==> src/hdl/tcpc_pkg.sv <==
`timescale 1ns / 1ps
// ----------------------------------------------------------------------------
// tcpc_pkg - shared definitions for the text console
// Field widths, control codes, register indexes and the cursor types passed
// between the sequencer and the cursor step logic.
// ----------------------------------------------------------------------------
package tcpc_pkg;

    // field widths
    localparam int COL_W   = 8;
    localparam int ROW_W   = 7;
    localparam int CHR_W   = 8;
    localparam int ATTR_W  = 8;
    localparam int CELL_W  = 16;
    localparam int LOC_W   = 11;
    localparam int RADDR_W = 11;
    localparam int CFG_IDX_W = 2;
    localparam int CFG_DAT_W = 8;
    // widest product of the multiply-add unit: 127 * 255 + 255
    localparam int PROD_W  = 15;
    // working width for cell indexes before they are range-checked
    localparam int ADR_W   = 16;

    // operations
    localparam logic OP_PUT  = 1'b0;
    localparam logic OP_READ = 1'b1;

    // configuration register indexes
    localparam logic [CFG_IDX_W-1:0] CFG_COLUMNS    = 2'd0;
    localparam logic [CFG_IDX_W-1:0] CFG_ROWS       = 2'd1;
    localparam logic [CFG_IDX_W-1:0] CFG_TEXT_COLOR = 2'd2;

    // register reset values
    localparam logic [COL_W-1:0]  COLUMNS_RESET = 8'd80;
    localparam logic [ROW_W-1:0]  ROWS_RESET    = 7'd25;
    localparam logic [ATTR_W-1:0] COLOR_RESET   = 8'd7;

    // character codes
    localparam logic [CHR_W-1:0] CHAR_BS    = 8'h08;
    localparam logic [CHR_W-1:0] CHAR_TAB   = 8'h09;
    localparam logic [CHR_W-1:0] CHAR_LF    = 8'h0A;
    localparam logic [CHR_W-1:0] CHAR_CR    = 8'h0D;
    localparam logic [CHR_W-1:0] CHAR_SPACE = 8'h20;

    typedef struct packed {
        logic [COL_W-1:0] col;
        logic [ROW_W-1:0] row;
    } cursor_t;

    typedef struct packed {
        cursor_t pos;
        logic    printable;
    } step_t;

endpackage

==> src/hdl/tcpc_cursor.sv <==
`timescale 1ns / 1ps
// ----------------------------------------------------------------------------
// tcpc_cursor - cursor step for one put-character transfer
// Interprets control codes, advances the cursor after a printable code and
// wraps at the end of the line. The row may land one past the screen; the
// sequencer scrolls in that case.
// ----------------------------------------------------------------------------
module tcpc_cursor #(
    parameter int TAB_WIDTH = 8
) (
    input  tcpc_pkg::cursor_t           cur,
    input  logic [tcpc_pkg::CHR_W-1:0]  character,
    input  logic [tcpc_pkg::COL_W-1:0]  columns,
    output tcpc_pkg::step_t             step_out
);
    import tcpc_pkg::*;

    localparam int REM_W = (TAB_WIDTH > 1) ? $clog2(TAB_WIDTH) : 1;
    localparam int X_W   = COL_W + 1;

    logic [REM_W-1:0] tab_rem [2**COL_W];
    logic [X_W-1:0]   x_next;
    logic [ROW_W-1:0] y_next;
    logic             printable;

    // build the column remainder table at elaboration
    genvar g;
    for (g = 0; g < 2**COL_W; g = g + 1) begin : g_tab
        assign tab_rem[g] = REM_W'(g % TAB_WIDTH);
    end

    // decode the code, then wrap at the end of the line
    always_comb
    begin
        x_next    = {1'b0, cur.col};
        y_next    = cur.row;
        printable = 1'b0;
        if (character == CHAR_BS && cur.col != '0)
        begin
            x_next = {1'b0, cur.col} - X_W'(1);
        end
        else if (character == CHAR_TAB)
        begin
            x_next = {1'b0, cur.col} + X_W'(TAB_WIDTH) - X_W'(tab_rem[cur.col]);
        end
        else if (character == CHAR_CR)
        begin
            x_next = '0;
        end
        else if (character == CHAR_LF)
        begin
            x_next = '0;
            y_next = cur.row + ROW_W'(1);
        end
        else if (character >= CHAR_SPACE)
        begin
            printable = 1'b1;
            x_next    = {1'b0, cur.col} + X_W'(1);
        end

        if (x_next >= {1'b0, columns})
        begin
            x_next = '0;
            y_next = y_next + ROW_W'(1);
        end

        step_out.pos.col   = x_next[COL_W-1:0];
        step_out.pos.row   = y_next;
        step_out.printable = printable;
    end

endmodule

==> config.mk <==
export PLATFORM = sky130hd
export DESIGN_NAME = tcpc_cursor
export DESIGN_NICKNAME = d
export VERILOG_FILES = /design/src/hdl/tcpc_pkg.sv /design/src/hdl/tcpc_cursor.sv
export SDC_FILE = /design/constraint.sdc
export NUM_CORES = 1
export LEC_CHECK = 0
export BUFFER_PORTS_ARGS = -buffer_cell sky130_fd_sc_hd__buf_4
export CORE_ASPECT_RATIO = 0.75
export CORE_MARGIN = 1.5
export CORE_UTILIZATION = 35
export DETAILED_ROUTE_END_ITERATION = 12
export PLACE_DENSITY = 0.58
export REMOVE_ABC_BUFFERS = 1
export SETUP_SLACK_MARGIN = 0.1
export SLEW_MARGIN = 10
export SYNTH_ARGS = -nofsm -noshare
export SYNTH_HDL_FRONTEND = slang
export SYNTH_SLANG_ARGS = --single-unit
==> constraint.sdc <==
create_clock -name vclk -period 7.95
set_input_delay 1.59 -clock vclk [all_inputs]
set_output_delay 1.59 -clock vclk [all_outputs]
set_load 0.01 [all_outputs]
==> results.ini <==
[routing]
drcViolationCount=0
firstDrtPassIters=4
vias=1466
drtAntennaViolNets=0
vias_per_cell=5.14
wl_um=3510
drt_iter0_drc=61
wire_per_inst_um=12.3

[logic_synthesis]
synth.most_common_cell=ha_1
synthTopCellsByArea=ha_1, xnor2_1, inv_1
synth_mux_area_share_pct=3.07
synthCells=195
synth-simple-area-share_pct=29.4
synth_top_area_share_pct=24.4
syn_area_per_cell_um2=7.10
synth_top_cell_by_area=ha_1
yosys.area_share.adder_pct=24.4
synth_cell_types=54
synth_top_cells_by_count=ha_1, inv_1, nand2_1, xnor2_1, nor2_1
yosysWarnings=0
synth-xor-area-share_pct=10.7
synth.cell_area_mm2=0.00139
synth_compound_area_share_pct=23.0
synth_top_family_by_area=simple AND/OR/NAND/NOR gates
yosysSeqAreaShare_pct=0

[grt]
grt_pass1_wl_um=5800
grt_antenna_before_repair=0
grtUsageTotal_pct=16.5
grt.overflow.total=0
grt_max_degree=16
grt_pass1_vias=1308

[setup_path]
path_class=in -> out
cp-end-kind=output pin
worstPathArrival_ps=5420
crit_path_start_kind=input pin
critPathMaxFanout=15
cp.required_ps=6360

[final_layout]
seq_cells=0
syn_to_final_growth_pct=26.6
final_layout_size_suffix_gt1_share_pct=25.3
num_antenna_cells=0
layout.nets=293
multiInputGateArea_mm2=0.00126
regArea_um2=0
clock_buffers=0
nFillCells=391

[worst_hold_path]
hold_path.class=in -> out

[pwr]
combinationalPowerShare_pct=100.0
power.internal_mw=0.0465
power_density_mw_per_mm2=54.2
swShare_pct=51.1
vdd_ir_drop_max_mv=0.0208
power.switching_mw=0.0486
pwr-share-clk_pct=0
p_leak_nw=0.822
pwr-share-seq_pct=0

[placement]
dp_hpwl_um=3020
place.gp.congestion=0.813
port_buffers=47

[sta]
period_needed_ps=7010
drv_slew=0
hold_violations=0
setup_tns_ps=0
worstMarginPinSlew_ps=795
slew_headroom_pct=47.0
clock.fmax_ghz=0.143
finalCritPeriodShare_pct=88.1
hold_slack_ps=3540
setup_viol=0
rsz0062_at_grt=no

[cts]
ctsResizeCount=0
post_cts_buffers=0
holdBufCountCts=0

[die]
core_mm2=0.00373
initial_core_util_pct=37.1
dieArea_mm2=0.00435
fp-row-count=19
die_height_um=57.5
io_pins=47
fp.dieW_um=75.6

[flow_run]
cap_violations=0

[run_status]
status=finished clean

==> kinds of logic after synthesis <==
kind of cell | count (synthesis)
XOR/XNOR | 17
AO/OA/AOI/OAI | 44
adder cells (fa/ha/maj) | 27
AND/OR/NAND/NOR | 73
buffers and inverters | 30
multiplexers | 4
==> worst paths after layout <==
path,from,endpoint,depth (start not counted)
worst max-delay path,cur[11],step_out[2],15
worst min-delay path,cur[3],step_out[4],3
==> critical path, stage by stage <==
cell and delay [ps]:
buf_4 140, inv_1 100, ha_1 190, or3b_4 400, o2111a_1 380, a31oi_1 310
a32oi_1 140, o21ai_0 200, ha_1 340, a211oi_1 210, o211ai_1 120, o221ai_1 240
o2111ai_2 480, mux2_2 440, buf_4 140
==> placed cells by master, fill, tap and decap left out, types with 2 or more instances in the layout <==
master and instances:
and3_1 4, nor3b_1 2, nand3_1 10, xnor2_1 13, a311oi_1 3, nor3_2 2
o21ai_1 3, inv_1 21, mux2i_1 2, nand4_1 5, o21ai_0 5, nor2_1 11
a21oi_1 7, a32oi_1 3, nor3_1 3, mux2_2 2, nand2b_1 3, a31oi_1 4
ha_1 27, nand2_1 17, xor2_1 4, nor2b_1 3, or3_1 2, a211oi_1 2
o211ai_1 3, buf_4 47, a22oi_1 2
==> per-layer routing <==
layer | part of all wire (%) | GRT usage [%] | vias to the layer above
met5 | 0 | 0 | -
met4 | 0 | 0.765 | 0
met3 | 5.7 | 0.353 | 0
met2 | 41 | 24.9 | 45
met1 | 53 | 27.0 | 643
li1 | - | - | 778
==> power by group through the flow <==
stage	Sequential [mW]	Combinational (mW)	Clock (mW)
after detailed placement	0	0.0954	0
after floorplan	0	0.0536	0
after global routing	0	0.107	0
after global placement	0	0.0958	0
after CTS	0	0.0958	0
final	0	0.0951	0
==> stage by stage <==
stage | std cells | utilization, % | cell area (um^2) | power [mW] | worst slack (ps)
5_1_grt | 285 | 47.0 | 1750 | 0.107 | 590
3_5_place_dp | 285 | 47.0 | 1750 | 0.0954 | 950
4_1_cts | 285 | 47.0 | 1750 | 0.0958 | 951
6_report | 285 | 47.0 | 1750 | 0.0951 | 943
2_1_floorplan | 186 | - | 1340 | 0.0536 | 1770
3_3_place_gp | 285 | 47.0 | 1750 | 0.0958 | 1040
==> cell type report <==
| type | count | share of cell area, % |
|---|---|---|
| Multi-Input combinational cell | 165 | 71.7 |
| Timing Repair Buffer | 47 | 20.1 |
| Inverter | 21 | 4.50 |
| Tap cell | 52 | 3.71 |
Note: power is estimated with default switching activity, not from simulation.
