`config.mk`:
```
export PLATFORM = sky130hd
export DESIGN_NAME = tcpc_muladd
export DESIGN_NICKNAME = d
export VERILOG_FILES = /design/src/hdl/tcpc_pkg.sv /design/src/hdl/tcpc_muladd.sv
export SDC_FILE = /design/constraint.sdc
export NUM_CORES = 1
export LEC_CHECK = 0
export BUFFER_PORTS_ARGS = -buffer_cell sky130_fd_sc_hd__buf_4
export CAP_MARGIN = 20
export CORE_AREA = 2 2 78 80
export CTS_CLUSTER_SIZE = 28
export DETAILED_ROUTE_END_ITERATION = 10
export DIE_AREA = 0 0 80 82
export PLACE_DENSITY = 0.64
export RECOVER_POWER = 50
export SYNTH_ARGS = -nofsm -noshare
export SYNTH_HDL_FRONTEND = slang
export SYNTH_SLANG_ARGS = --single-unit
```
`constraint.sdc`:
```
create_clock -name clk -period 5.65 [get_ports clk]
set_clock_uncertainty 0.2 [all_clocks]
set_input_delay 0.2825 -clock clk [delete_from_list [all_inputs] [get_ports clk]]
set_output_delay 0.2825 -clock clk [all_outputs]
set_load 0.005 [all_outputs]
```
`src/hdl/tcpc_pkg.sv`:
```
`timescale 1ns / 1ps
// ----------------------------------------------------------------------------
// tcpc_pkg - shared definitions for the text console
// Field widths, control codes, register indexes and the cursor types passed
// between the sequencer and the cursor step logic.
// ----------------------------------------------------------------------------
package tcpc_pkg;

    // field widths
    localparam int COL_W   = 8;
    localparam int ROW_W   = 7;
    localparam int CHR_W   = 8;
    localparam int ATTR_W  = 8;
    localparam int CELL_W  = 16;
    localparam int LOC_W   = 11;
    localparam int RADDR_W = 11;
    localparam int CFG_IDX_W = 2;
    localparam int CFG_DAT_W = 8;
    // widest product of the multiply-add unit: 127 * 255 + 255
    localparam int PROD_W  = 15;
    // working width for cell indexes before they are range-checked
    localparam int ADR_W   = 16;

    // operations
    localparam logic OP_PUT  = 1'b0;
    localparam logic OP_READ = 1'b1;

    // configuration register indexes
    localparam logic [CFG_IDX_W-1:0] CFG_COLUMNS    = 2'd0;
    localparam logic [CFG_IDX_W-1:0] CFG_ROWS       = 2'd1;
    localparam logic [CFG_IDX_W-1:0] CFG_TEXT_COLOR = 2'd2;

    // register reset values
    localparam logic [COL_W-1:0]  COLUMNS_RESET = 8'd80;
    localparam logic [ROW_W-1:0]  ROWS_RESET    = 7'd25;
    localparam logic [ATTR_W-1:0] COLOR_RESET   = 8'd7;

    // character codes
    localparam logic [CHR_W-1:0] CHAR_BS    = 8'h08;
    localparam logic [CHR_W-1:0] CHAR_TAB   = 8'h09;
    localparam logic [CHR_W-1:0] CHAR_LF    = 8'h0A;
    localparam logic [CHR_W-1:0] CHAR_CR    = 8'h0D;
    localparam logic [CHR_W-1:0] CHAR_SPACE = 8'h20;

    typedef struct packed {
        logic [COL_W-1:0] col;
        logic [ROW_W-1:0] row;
    } cursor_t;

    typedef struct packed {
        cursor_t pos;
        logic    printable;
    } step_t;

endpackage

```
`src/hdl/tcpc_muladd.sv`:
```
`timescale 1ns / 1ps
// ----------------------------------------------------------------------------
// tcpc_muladd - shared multiply-add unit
// Registered a * b + c, used for cell addresses, the cursor location and the
// scroll extent.
// ----------------------------------------------------------------------------
module tcpc_muladd (
    input  logic                         clk,
    input  logic [tcpc_pkg::ROW_W-1:0]   mul_a,
    input  logic [tcpc_pkg::COL_W-1:0]   mul_b,
    input  logic [tcpc_pkg::COL_W-1:0]   add_c,
    output logic [tcpc_pkg::PROD_W-1:0]  result
);
    import tcpc_pkg::*;

    logic [PROD_W-1:0] result_reg;
    logic [PROD_W-1:0] result_next;

    // form the product and sum
    assign result_next = PROD_W'(mul_a) * PROD_W'(mul_b) + PROD_W'(add_c);

    // hold the result for the next step of the sequencer
    always_ff @(posedge clk)
    begin
        result_reg <= result_next;
    end

    assign result = result_reg;

endmodule

```
==> results of run 1 <==
cell families (layout without fill, tap and decap cells):
family                   Yosys count  in the layout
AND/OR/NAND/NOR                   84             84
AO/OA/AOI/OAI                     27             27
XOR/XNOR                          10             10
flip-flops                        15             15
buffers and inverters             58             97
adder cells (fa/ha/maj)           72             72
worst max-delay path by stage:
stage                     slack [ps]                  to  startpoint
after floorplan                 1490  result[11]$_DFF_P_    mul_b[2]
after global placement          1120  result[11]$_DFF_P_    mul_b[2]
after detailed placement        1100  result[11]$_DFF_P_    mul_b[2]
after CTS                       1360  result[11]$_DFF_P_    mul_b[2]
after global routing            1190  result[11]$_DFF_P_    mul_b[2]
final                           1400  result[11]$_DFF_P_    mul_b[2]
cells in the final DEF (no fill, tap or decap), types with 3 or more instances in the layout:
cell                        n
sky130_fd_sc_hd__ha_1      35
sky130_fd_sc_hd__dfxtp_1   15
sky130_fd_sc_hd__buf_4     23
sky130_fd_sc_hd__nand2_1   26
sky130_fd_sc_hd__a21o_1     3
sky130_fd_sc_hd__a21oi_1    5
sky130_fd_sc_hd__clkbuf_8   3
sky130_fd_sc_hd__nor2b_1    3
sky130_fd_sc_hd__a31oi_1    3
sky130_fd_sc_hd__xnor2_1    8
sky130_fd_sc_hd__and2_1    33
sky130_fd_sc_hd__a211oi_1   3
sky130_fd_sc_hd__o21ai_0    4
sky130_fd_sc_hd__clkbuf_4  14
sky130_fd_sc_hd__fa_1      37
sky130_fd_sc_hd__nor2_1     7
sky130_fd_sc_hd__inv_1     55
per-layer routing:
metal | global-route usage [%] | vias to the layer above
li1 | - | 905
met1 | 21.5 | 891
met2 | 28.0 | 29
met3 | 2.86 | 5
met4 | 5.42 | 0
met5 | 0 | -
worst max-delay path: stages:
cell	delay (ps)
sky130_fd_sc_hd__buf_4	140
sky130_fd_sc_hd__and2_1	170
sky130_fd_sc_hd__fa_1	520
sky130_fd_sc_hd__fa_1	520
sky130_fd_sc_hd__fa_1	540
sky130_fd_sc_hd__inv_1	50
sky130_fd_sc_hd__fa_1	520
sky130_fd_sc_hd__inv_1	40
sky130_fd_sc_hd__ha_1	350
sky130_fd_sc_hd__o21a_1	260
sky130_fd_sc_hd__a21oi_4	190
sky130_fd_sc_hd__nor3b_1	80
sky130_fd_sc_hd__a2111oi_2	350
sky130_fd_sc_hd__o211ai_1	150
area by class of cell:
cell class / count / share of cell area, %
Sequential cell: 15 / 10.6
Tap cell: 75 / 3.30
Timing Repair Buffer: 38 / 9.91
Multi-Input combinational cell: 193 / 67.3
Clock buffer: 3 / 1.45
Inverter: 55 / 7.27
Clock inverter: 1 / 0.176
through the flow:
step | util [%] | setup WS [ps] | total power, µW | cell area, µm²
after floorplan | - | 1490 | 779 | 2430
after global placement | 48.7 | 1120 | 979 | 2800
after detailed placement | 48.7 | 1100 | 996 | 2800
after CTS | 49.5 | 1360 | 1090 | 2840
after global routing | 49.4 | 1190 | 1200 | 2840
final | 49.4 | 1400 | 1070 | 2840
power groups by stage:
stage / clock (µW) / combinational (µW) / sequential (µW)
finish: 92.3 / 802 / 174
CTS: 95.5 / 822 / 177
floorplan: 0 / 597 / 182
global route: 99.7 / 917 / 178
global placement: 0 / 802 / 178
detailed placement: 0 / 817 / 179
==> impl_metrics.env, run 1 <==
export IMPL_avgSynthCellArea_um2=9.14
export IMPL_floorplan_initialDensity_pct=42.3
export IMPL_internal_power_uw=594
export IMPL_drtPass1Iterations=4
export IMPL_route_vias_total=1830
export IMPL_ys_types=36
export IMPL_fin_tns_setup_ps=0
export IMPL_cap_viol_max_count=0
export IMPL_synthesis_area_um2=2430
export IMPL_detail_route_vias_per_cell=4.82
export IMPL_die_width_um=80
export IMPL_timing_slew_headroom_pct=77.7
export IMPL_synth_cells=266
export IMPL_num_rows=28
export IMPL_postCtsHoldBufs=0
export IMPL_rsz_0062_raised_after_global_routing="false"
export IMPL_cts_root_buf="sky130_fd_sc_hd__clkbuf_8"
export IMPL_remaining_global_route_overflow=0
export IMPL_power_switching_share_pct=44.4
export IMPL_fraction_of_power_consumed_by_sequential_logic_pct=16.3
export IMPL_timing_critical_path_from_type="input port"
export IMPL_worstSetupPathType="input port to flip-flop"
export IMPL_synth_enable_flop_cells=0
export IMPL_synth_adder_area_share_pct=48.5
export IMPL_synth_area_leaders="sky130_fd_sc_hd__fa_1, sky130_fd_sc_hd__ha_1, sky130_fd_sc_hd__dfxtp_1, sky130_fd_sc_hd__and2_1, sky130_fd_sc_hd__inv_1"
export IMPL_min_delay_worst_endpoint="result[0]$_DFF_P_"
export IMPL_maxSlewViolCount=0
export IMPL_yosysMostFrequentCell="sky130_fd_sc_hd__inv_1"
export IMPL_status="finished, final reports clean"
export IMPL_multi_input_comb_area_um2=1910
export IMPL_drt_iter0_markers=55
export IMPL_power_ir_vdd_worst_mv=0.218
export IMPL_hold_class="input port to flip-flop"
export IMPL_gp_congestion=0.774
export IMPL_number_of_global_route_vias_before_repair=1841
export IMPL_yosys_area_top_type="sky130_fd_sc_hd__fa_1"
export IMPL_clock_tree_buffer_depth=2
export IMPL_fillerInstances=576
export IMPL_cp_required_ps=5580
export IMPL_worstMarginPinSlew_ps=335
export IMPL_grt_pass1_wl_um=8300
export IMPL_floorplan_die_height_um=82
export IMPL_layout_nets=402
export IMPL_detail_route_antenna_nets=0
export IMPL_synth_compound_gate_area_share_pct=8.13
export IMPL_synthToLayoutAreaGrowth_pct=16.8
export IMPL_core_um2=5750
export IMPL_timing_hold_worst_start="add_c[0]"
export IMPL_switching_power_total_uw=474
export IMPL_synth_yosys_seq_area_share_pct=12.3
export IMPL_ys_top_cells_by_count="sky130_fd_sc_hd__inv_1, sky130_fd_sc_hd__fa_1, sky130_fd_sc_hd__ha_1"
export IMPL_synth_net_count=362
export IMPL_largest_net_degree_at_the_start_of_global_routing=11
export IMPL_finalCritPeriodShare_pct=75.3
export IMPL_io_pins=39
export IMPL_synth_flop_cell="sky130_fd_sc_hd__dfxtp_1"
export IMPL_hold_ws_ps=39.4
export IMPL_static_leakage_uw=0.00147
export IMPL_clock_transition_time_at_the_flip_flop_clock_pins_of_the_worst_setup_and_hold_paths_ps=70
export IMPL_numCtsBuffers=3
export IMPL_die_area_um2=6560
export IMPL_clock_sink_count=15
export IMPL_met2RoutedLength_um=2530
export IMPL_gr_usage_all_layers_pct=16.5
export IMPL_ys_warnings_count=0
export IMPL_timing_critical_path_to_type="flip-flop"
export IMPL_synthXorXnorAreaFrac_pct=3.60
export IMPL_clkPwrFrac_pct=8.6
export IMPL_diodes=0
export IMPL_layout_cells_non_filler=380
export IMPL_detail_route_wirelength_um=4830
export IMPL_post_cts_setup_buffer_count=0
export IMPL_cts_repair_resize_count=0
export IMPL_seqCellArea_um2=300
export IMPL_fmax_mhz=235
export IMPL_numPortBuffers=38
export IMPL_wire_per_inst_um=12.7
export IMPL_largest_register_ff_count=15
export IMPL_count_of_unresolved_drc_violations_after_routing=0
export IMPL_placed_cells_incl_taps=376
export IMPL_critPathMaxFanout=7
export IMPL_synth_seq_cells=15
export IMPL_htree_num_levels=1
export IMPL_top_signal_layer_used="met4"
export IMPL_layout_drive_gt1_share_pct=15.4
export IMPL_whs_path_depth=2
export IMPL_period_needed_ps=4250
export IMPL_synth_simple_gate_area_share_pct=18.4
export IMPL_synth_top_area_share_pct=30.5
export IMPL_pwr_per_cell_area_nw_per_um2=376
export IMPL_synth_top_family_by_area="adder cells"
export IMPL_synth_mux_area_fraction_pct=0
export IMPL_finalSetupViolCount=0
export IMPL_wl_met1_um=2070
export IMPL_worst_endpoint_arrival_ps=4180
export IMPL_detailedPlacementHpwl_um=4200
export IMPL_report_final_hold_viol_count=0
export IMPL_cts_tree="yes"
export IMPL_power_frac_comb_pct=75.1
export IMPL_async_reset_ff_share_pct=0
export IMPL_route_met3_wl_um=173
export IMPL_antenna_found_initial=0
Note: power is estimated with default switching activity, not from simulation.
==> run 2: changes to the inputs <==
PLACE_DENSITY = 0.66   (was 0.64)
clock period = 3.8 ns   (was 5.65 ns; I/O delays follow)
==> run 2 against run 1 <==
Effect of this change:
- cell count increased by 8.9%
- via count increased by 6.9%
- first-iteration DRC count decreased by 3.6%
- global-route usage decreased by 0.12 points
- cell area increased by 15%
- routed wire length increased by 3.1%
- combinational power increased by 100%
- sequential power increased by 47%
- clock-buffer cell count unchanged
- worst hold slack improved by 92 ps
- power increased by 89%
- largest cell class unchanged
==> impl_metrics.env, run 2 (synthesized netlist as in run 1, its figures left out) <==
export IMPL_antenna_found_initial=0
export IMPL_remaining_global_route_overflow=0
export IMPL_critical_path_top_cell_by_count="sky130_fd_sc_hd__fa_1"
export IMPL_wire_per_inst_um=12.0
export IMPL_final_core_utilization_pct=57.0
export IMPL_critPathMaxFanout=5
export IMPL_floorplan_die_height_um=82
export IMPL_layout_nets=436
export IMPL_pwr_per_cell_area_nw_per_um2=618
export IMPL_power_ir_vdd_worst_mv=0.346
export IMPL_fraction_of_power_consumed_by_sequential_logic_pct=12.6
export IMPL_count_of_unresolved_drc_violations_after_routing=0
export IMPL_worstMarginPinSlew_ps=357
export IMPL_layout_cells_most_common="sky130_fd_sc_hd__inv_1"
export IMPL_finalSetupViolCount=0
export IMPL_cts_tree="yes"
export IMPL_detailedPlacementHpwl_um=4320
export IMPL_detail_route_antenna_nets=0
export IMPL_rsz_0062_raised_after_global_routing="true"
export IMPL_clkPwrFrac_pct=7.0
export IMPL_gp_congestion=0.799
export IMPL_placed_cells_incl_taps=408
export IMPL_layout_cells_non_filler=414
export IMPL_largest_register_ff_count=15
export IMPL_fmax_mhz=268
export IMPL_hold_ws_ps=131
export IMPL_worstSetupPathType="input port to flip-flop"
export IMPL_worst_endpoint_arrival_ps=3680
export IMPL_report_final_hold_viol_count=0
export IMPL_most_common_layout_cells="sky130_fd_sc_hd__inv_1, sky130_fd_sc_hd__buf_4, sky130_fd_sc_hd__fa_1, sky130_fd_sc_hd__ha_1"
export IMPL_cpLargestDelayFamily="adder cells"
export IMPL_clock_transition_time_at_the_flip_flop_clock_pins_of_the_worst_setup_and_hold_paths_ps=70
export IMPL_timing_critical_path_buf_inv=3
export IMPL_static_leakage_uw=0.00167
export IMPL_htree_num_levels=1
export IMPL_io_pins=39
export IMPL_internal_power_uw=1180
export IMPL_maxSlewViolCount=0
export IMPL_grt_pass1_wl_um=8350
export IMPL_gr_usage_all_layers_pct=16.4
export IMPL_timing_slew_headroom_pct=76.1
export IMPL_layout_drive_gt1_share_pct=31.6
export IMPL_largest_net_degree_at_the_start_of_global_routing=11
export IMPL_number_of_global_route_vias_before_repair=1974
export IMPL_route_vias_total=1957
export IMPL_switching_power_total_uw=841
export IMPL_numPortBuffers=38
export IMPL_hold_class="input port to flip-flop"
export IMPL_critPathSlowestCell="sky130_fd_sc_hd__fa_1"
export IMPL_detail_route_wirelength_um=4980
export IMPL_clock_sink_count=15
export IMPL_die_area_um2=6560
export IMPL_timing_critical_path_to_type="flip-flop"
export IMPL_cp_slowest_stage_delay_ps=570
export IMPL_status="finished, final reports clean"
export IMPL_synthToLayoutAreaGrowth_pct=34.7
export IMPL_drt_iter0_markers=53
export IMPL_timing_critical_path_from_type="input port"
export IMPL_power_switching_share_pct=41.6
export IMPL_floorplan_initialDensity_pct=42.3
export IMPL_core_um2=5750
export IMPL_crit_path_cell_trace="buf_6 > and2_4 > fa_1 > fa_1 > fa_1 > inv_2 > fa_1 > inv_2 > ha_4 > o21a_4 > a221oi_2 > and2b_2 > a31oi_1 > xnor2_1"
export IMPL_drtPass1Iterations=4
export IMPL_period_needed_ps=3730
export IMPL_cts_root_buf="sky130_fd_sc_hd__clkbuf_8"
export IMPL_finalCritPeriodShare_pct=98.2
export IMPL_cp_required_ps=3750
export IMPL_dp_slack_ps=-415
export IMPL_power_frac_comb_pct=80.4
export IMPL_num_rows=28
export IMPL_diodes=0
export IMPL_postLayoutSetupSlackWorst_ps=68.7
export IMPL_clock_tree_buffer_depth=2
export IMPL_numCtsBuffers=3
export IMPL_detail_route_vias_per_cell=4.73
export IMPL_die_width_um=80
export IMPL_cap_viol_max_count=0
-- run 2: cell types whose count changed in the layout (fill, tap and decap cells not counted), moves of 4 or more --
cell and delta:
sky130_fd_sc_hd__and2_1 -8, sky130_fd_sc_hd__buf_6 +8, sky130_fd_sc_hd__buf_4 +27, sky130_fd_sc_hd__ha_1 -4, sky130_fd_sc_hd__and2_4 +8, sky130_fd_sc_hd__ha_4 +4
-- run 2: final timing paths --
kind                 start  depth (start not counted)                 end
hold / removal    mul_a[0]                          3   result[0]$_DFF_P_
setup / recovery  mul_a[4]                         14  result[14]$_DFF_P_
-- run 2: timing repair --
item / in CTS / in global routing
setup buffers: 1 / 0
hold endpoints to repair: 1 / 0
setup endpoints to repair: 4 / 6
resized for setup: 2 / 28
pin swaps: 6 / 8
hold buffers: 1 / 0
-- run 2: routing by layer --
layer | global-route usage [%] | up-vias | wire (µm)
li1 | - | 974 | -
met1 | 21.0 | 947 | 2190
met2 | 28.7 | 30 | 2560
met3 | 2.31 | 6 | 145
met4 | 5.08 | 0 | 87
met5 | 0 | - | 0
-- run 2: final cells by class --
class                   instances  area [µm²]
repair buffers                 72         573
flip-flops and latches         15         300
fillers                       539        2470
clock buffers                   3        41.3
multi-input cells             193        2050
well taps                      75        93.8
clock inverters                 1        7.51
inverters                      55         206
-- run 2: power groups by stage --
stage          clock network, µW  logic [µW]  registers [µW]
2_1_floorplan                  0        1020             271
3_3_place_gp                   0        1470             262
3_5_place_dp                   0        1500             261
4_1_cts                      151        1530             258
5_1_grt                      158        1830             263
6_report                     142        1630             255
-- run 2: through the flow --
stage / setup TNS (ps) / total power (µW) / area (µm²)
2_1_floorplan: -45.3 / 1290 / 2490
3_3_place_gp: -1290 / 1740 / 3090
3_5_place_dp: -1920 / 1760 / 3090
4_1_cts: 0 / 1940 / 3170
5_1_grt: -195 / 2250 / 3280
6_report: 0 / 2020 / 3280
==> run 3: changes to the inputs <==
CORE_AREA = 2 2 75 77   (was 2 2 78 80)
DIE_AREA = 0 0 77 79   (was 0 0 80 82)
PLACE_DENSITY = 0.68   (was 0.66)
clock period = 4.1 ns   (was 3.8 ns; I/O delays follow)
==> run 3 against run 2 <==
Effect of this change:
- worst setup slack improved by 68 ps
- combinational power fell by 18%
- die area is 7.3% lower
- worst hold slack improved by 23 ps
- clock power fell by 13%
- flip-flop and latch count did not move
- critical path type unchanged
- largest cell class unchanged
- highest routed layer unchanged
==> impl_metrics.env, run 3 (synthesized netlist as in run 1, its figures left out) <==
export IMPL_worstSetupPathType="input port to flip-flop"
export IMPL_detail_route_wirelength_um=4890
export IMPL_report_final_hold_viol_count=0
export IMPL_largest_net_degree_at_the_start_of_global_routing=11
export IMPL_detail_route_vias_per_cell=4.75
export IMPL_synthToLayoutAreaGrowth_pct=26.5
export IMPL_postLayoutSetupSlackWorst_ps=137
export IMPL_diodes=0
export IMPL_clock_transition_time_at_the_flip_flop_clock_pins_of_the_worst_setup_and_hold_paths_ps=70
export IMPL_dp_slack_ps=-211
export IMPL_detailedPlacementHpwl_um=4260
export IMPL_num_rows=27
export IMPL_numCtsBuffers=3
export IMPL_pwr_per_cell_area_nw_per_um2=553
export IMPL_worstMarginPinSlew_ps=302
export IMPL_period_needed_ps=3960
export IMPL_layout_cells_most_common="sky130_fd_sc_hd__inv_1"
export IMPL_floorplan_initialDensity_pct=45.6
export IMPL_core_um2=5340
export IMPL_die_area_um2=6080
export IMPL_static_leakage_uw=0.00161
export IMPL_count_of_unresolved_drc_violations_after_routing=0
export IMPL_timing_critical_path_from_type="input port"
export IMPL_placed_cells_incl_taps=397
export IMPL_remaining_global_route_overflow=0
export IMPL_antenna_found_initial=0
export IMPL_floorplan_die_height_um=79
export IMPL_finalSetupViolCount=0
export IMPL_clock_tree_buffer_depth=2
export IMPL_cp_required_ps=4040
export IMPL_clock_sink_count=15
export IMPL_layout_cells_non_filler=404
export IMPL_drtPass1Iterations=4
export IMPL_htree_num_levels=1
export IMPL_wire_per_inst_um=12.1
export IMPL_fmax_mhz=252
export IMPL_worst_endpoint_arrival_ps=3910
export IMPL_cts_root_buf="sky130_fd_sc_hd__clkbuf_8"
export IMPL_timing_critical_path_to_type="flip-flop"
export IMPL_hold_class="input port to flip-flop"
export IMPL_io_pins=39
export IMPL_cap_viol_max_count=0
export IMPL_critPathSlowestCell="sky130_fd_sc_hd__fa_1"
export IMPL_gp_congestion=0.836
export IMPL_critPathMaxFanout=3
export IMPL_finalCritPeriodShare_pct=96.7
export IMPL_layout_nets=429
export IMPL_layout_drive_gt1_share_pct=23.5
export IMPL_number_of_global_route_vias_before_repair=1939
export IMPL_power_ir_vdd_worst_mv=0.248
export IMPL_timing_critical_path_buf_inv=3
export IMPL_timing_slew_headroom_pct=79.9
export IMPL_cp_slowest_stage_delay_ps=560
export IMPL_maxSlewViolCount=0
export IMPL_crit_path_cell_trace="buf_4 > and2_1 > fa_1 > fa_1 > fa_1 > inv_1 > fa_1 > inv_1 > ha_1 > and3_1 > a221oi_2 > and2b_2 > a31oi_1 > xnor2_1"
export IMPL_cts_tree="yes"
export IMPL_grt_pass1_wl_um=8220
export IMPL_largest_register_ff_count=15
export IMPL_die_width_um=77
export IMPL_route_vias_total=1921
export IMPL_numPortBuffers=38
export IMPL_most_common_layout_cells="sky130_fd_sc_hd__inv_1, sky130_fd_sc_hd__buf_4, sky130_fd_sc_hd__fa_1, sky130_fd_sc_hd__ha_1, sky130_fd_sc_hd__and2_1"
export IMPL_detail_route_antenna_nets=0
export IMPL_gr_usage_all_layers_pct=16.9
export IMPL_drt_iter0_markers=48
export IMPL_cpLargestDelayFamily="adder cells"
export IMPL_status="finished, final reports clean"
export IMPL_critical_path_top_cell_by_count="sky130_fd_sc_hd__fa_1"
run 3: cell types whose count changed in the layout (fill, tap and decap cells not counted), moves of 3 or more:
cell                      previous run  this run
sky130_fd_sc_hd__ha_4                4         1
sky130_fd_sc_hd__inv_1              52        55
sky130_fd_sc_hd__o21ai_0             1         4
sky130_fd_sc_hd__and2_1             25        33
sky130_fd_sc_hd__ha_1               31        34
sky130_fd_sc_hd__and2_4              8         0
sky130_fd_sc_hd__inv_2               3         0
sky130_fd_sc_hd__buf_6               8         0
run 3: timing repair:
| action | 4_1_cts | 5_1_grt |
|---|---|---|
| hold buffers | 1 | 0 |
| setup buffers | 0 | 2 |
| endpoints found under the setup margin | 0 | 4 |
| gates resized for setup | 0 | 4 |
| hold endpoints to repair | 1 | 0 |
run 3: path summary, 6_finish.rpt:
kind	start	to	cells past startpoint
min	mul_a[0]	result[0]$_DFF_P_	3
max	mul_b[1]	result[14]$_DFF_P_	14
run 3: stage by stage:
stage	area, µm²	setup TNS, ps	hold slack [ps]	power (µW)	util, %
3_5_place_dp	2970	-763	230	1490	55.7
4_1_cts	3030	0	150	1620	56.8
2_1_floorplan	2430	0	135	1070	-
3_3_place_gp	2970	-616	230	1470	55.7
6_report	3080	0	155	1700	57.6
5_1_grt	3080	-33.4	184	1880	57.6
run 3: power by group:
| part | internal [µW] | leakage, µW | total [µW] | switching [µW] |
|---|---|---|---|---|
| registers | 222 | 0.000126 | 237 | 14.8 |
| logic | 698 | 0.00146 | 1340 | 643 |
| clock network | 67.4 | 0.0000255 | 124 | 56.5 |
| total | 987 | 0.00161 | 1700 | 714 |
run 3: area by class of cell:
| type | instances | area, µm² |
|---|---|---|
| fill | 497 | 2260 |
| sequential | 15 | 300 |
| clock buffer | 3 | 41.3 |
| multi-input combinational | 193 | 1940 |
| timing repair buffer | 65 | 490 |
| clock inverter | 1 | 5.00 |
| inverter | 55 | 206 |
| tap | 72 | 90.1 |
run 3: layer usage:
metal | vias to the layer above | share of wire, % | GRT usage (%)
li1 | 964 | - | -
met1 | 925 | 42 | 21.3
met2 | 30 | 54 | 31.1
met3 | 2 | 3.6 | 2.50
met4 | 0 | 0.51 | 3.21
met5 | - | 0 | 0
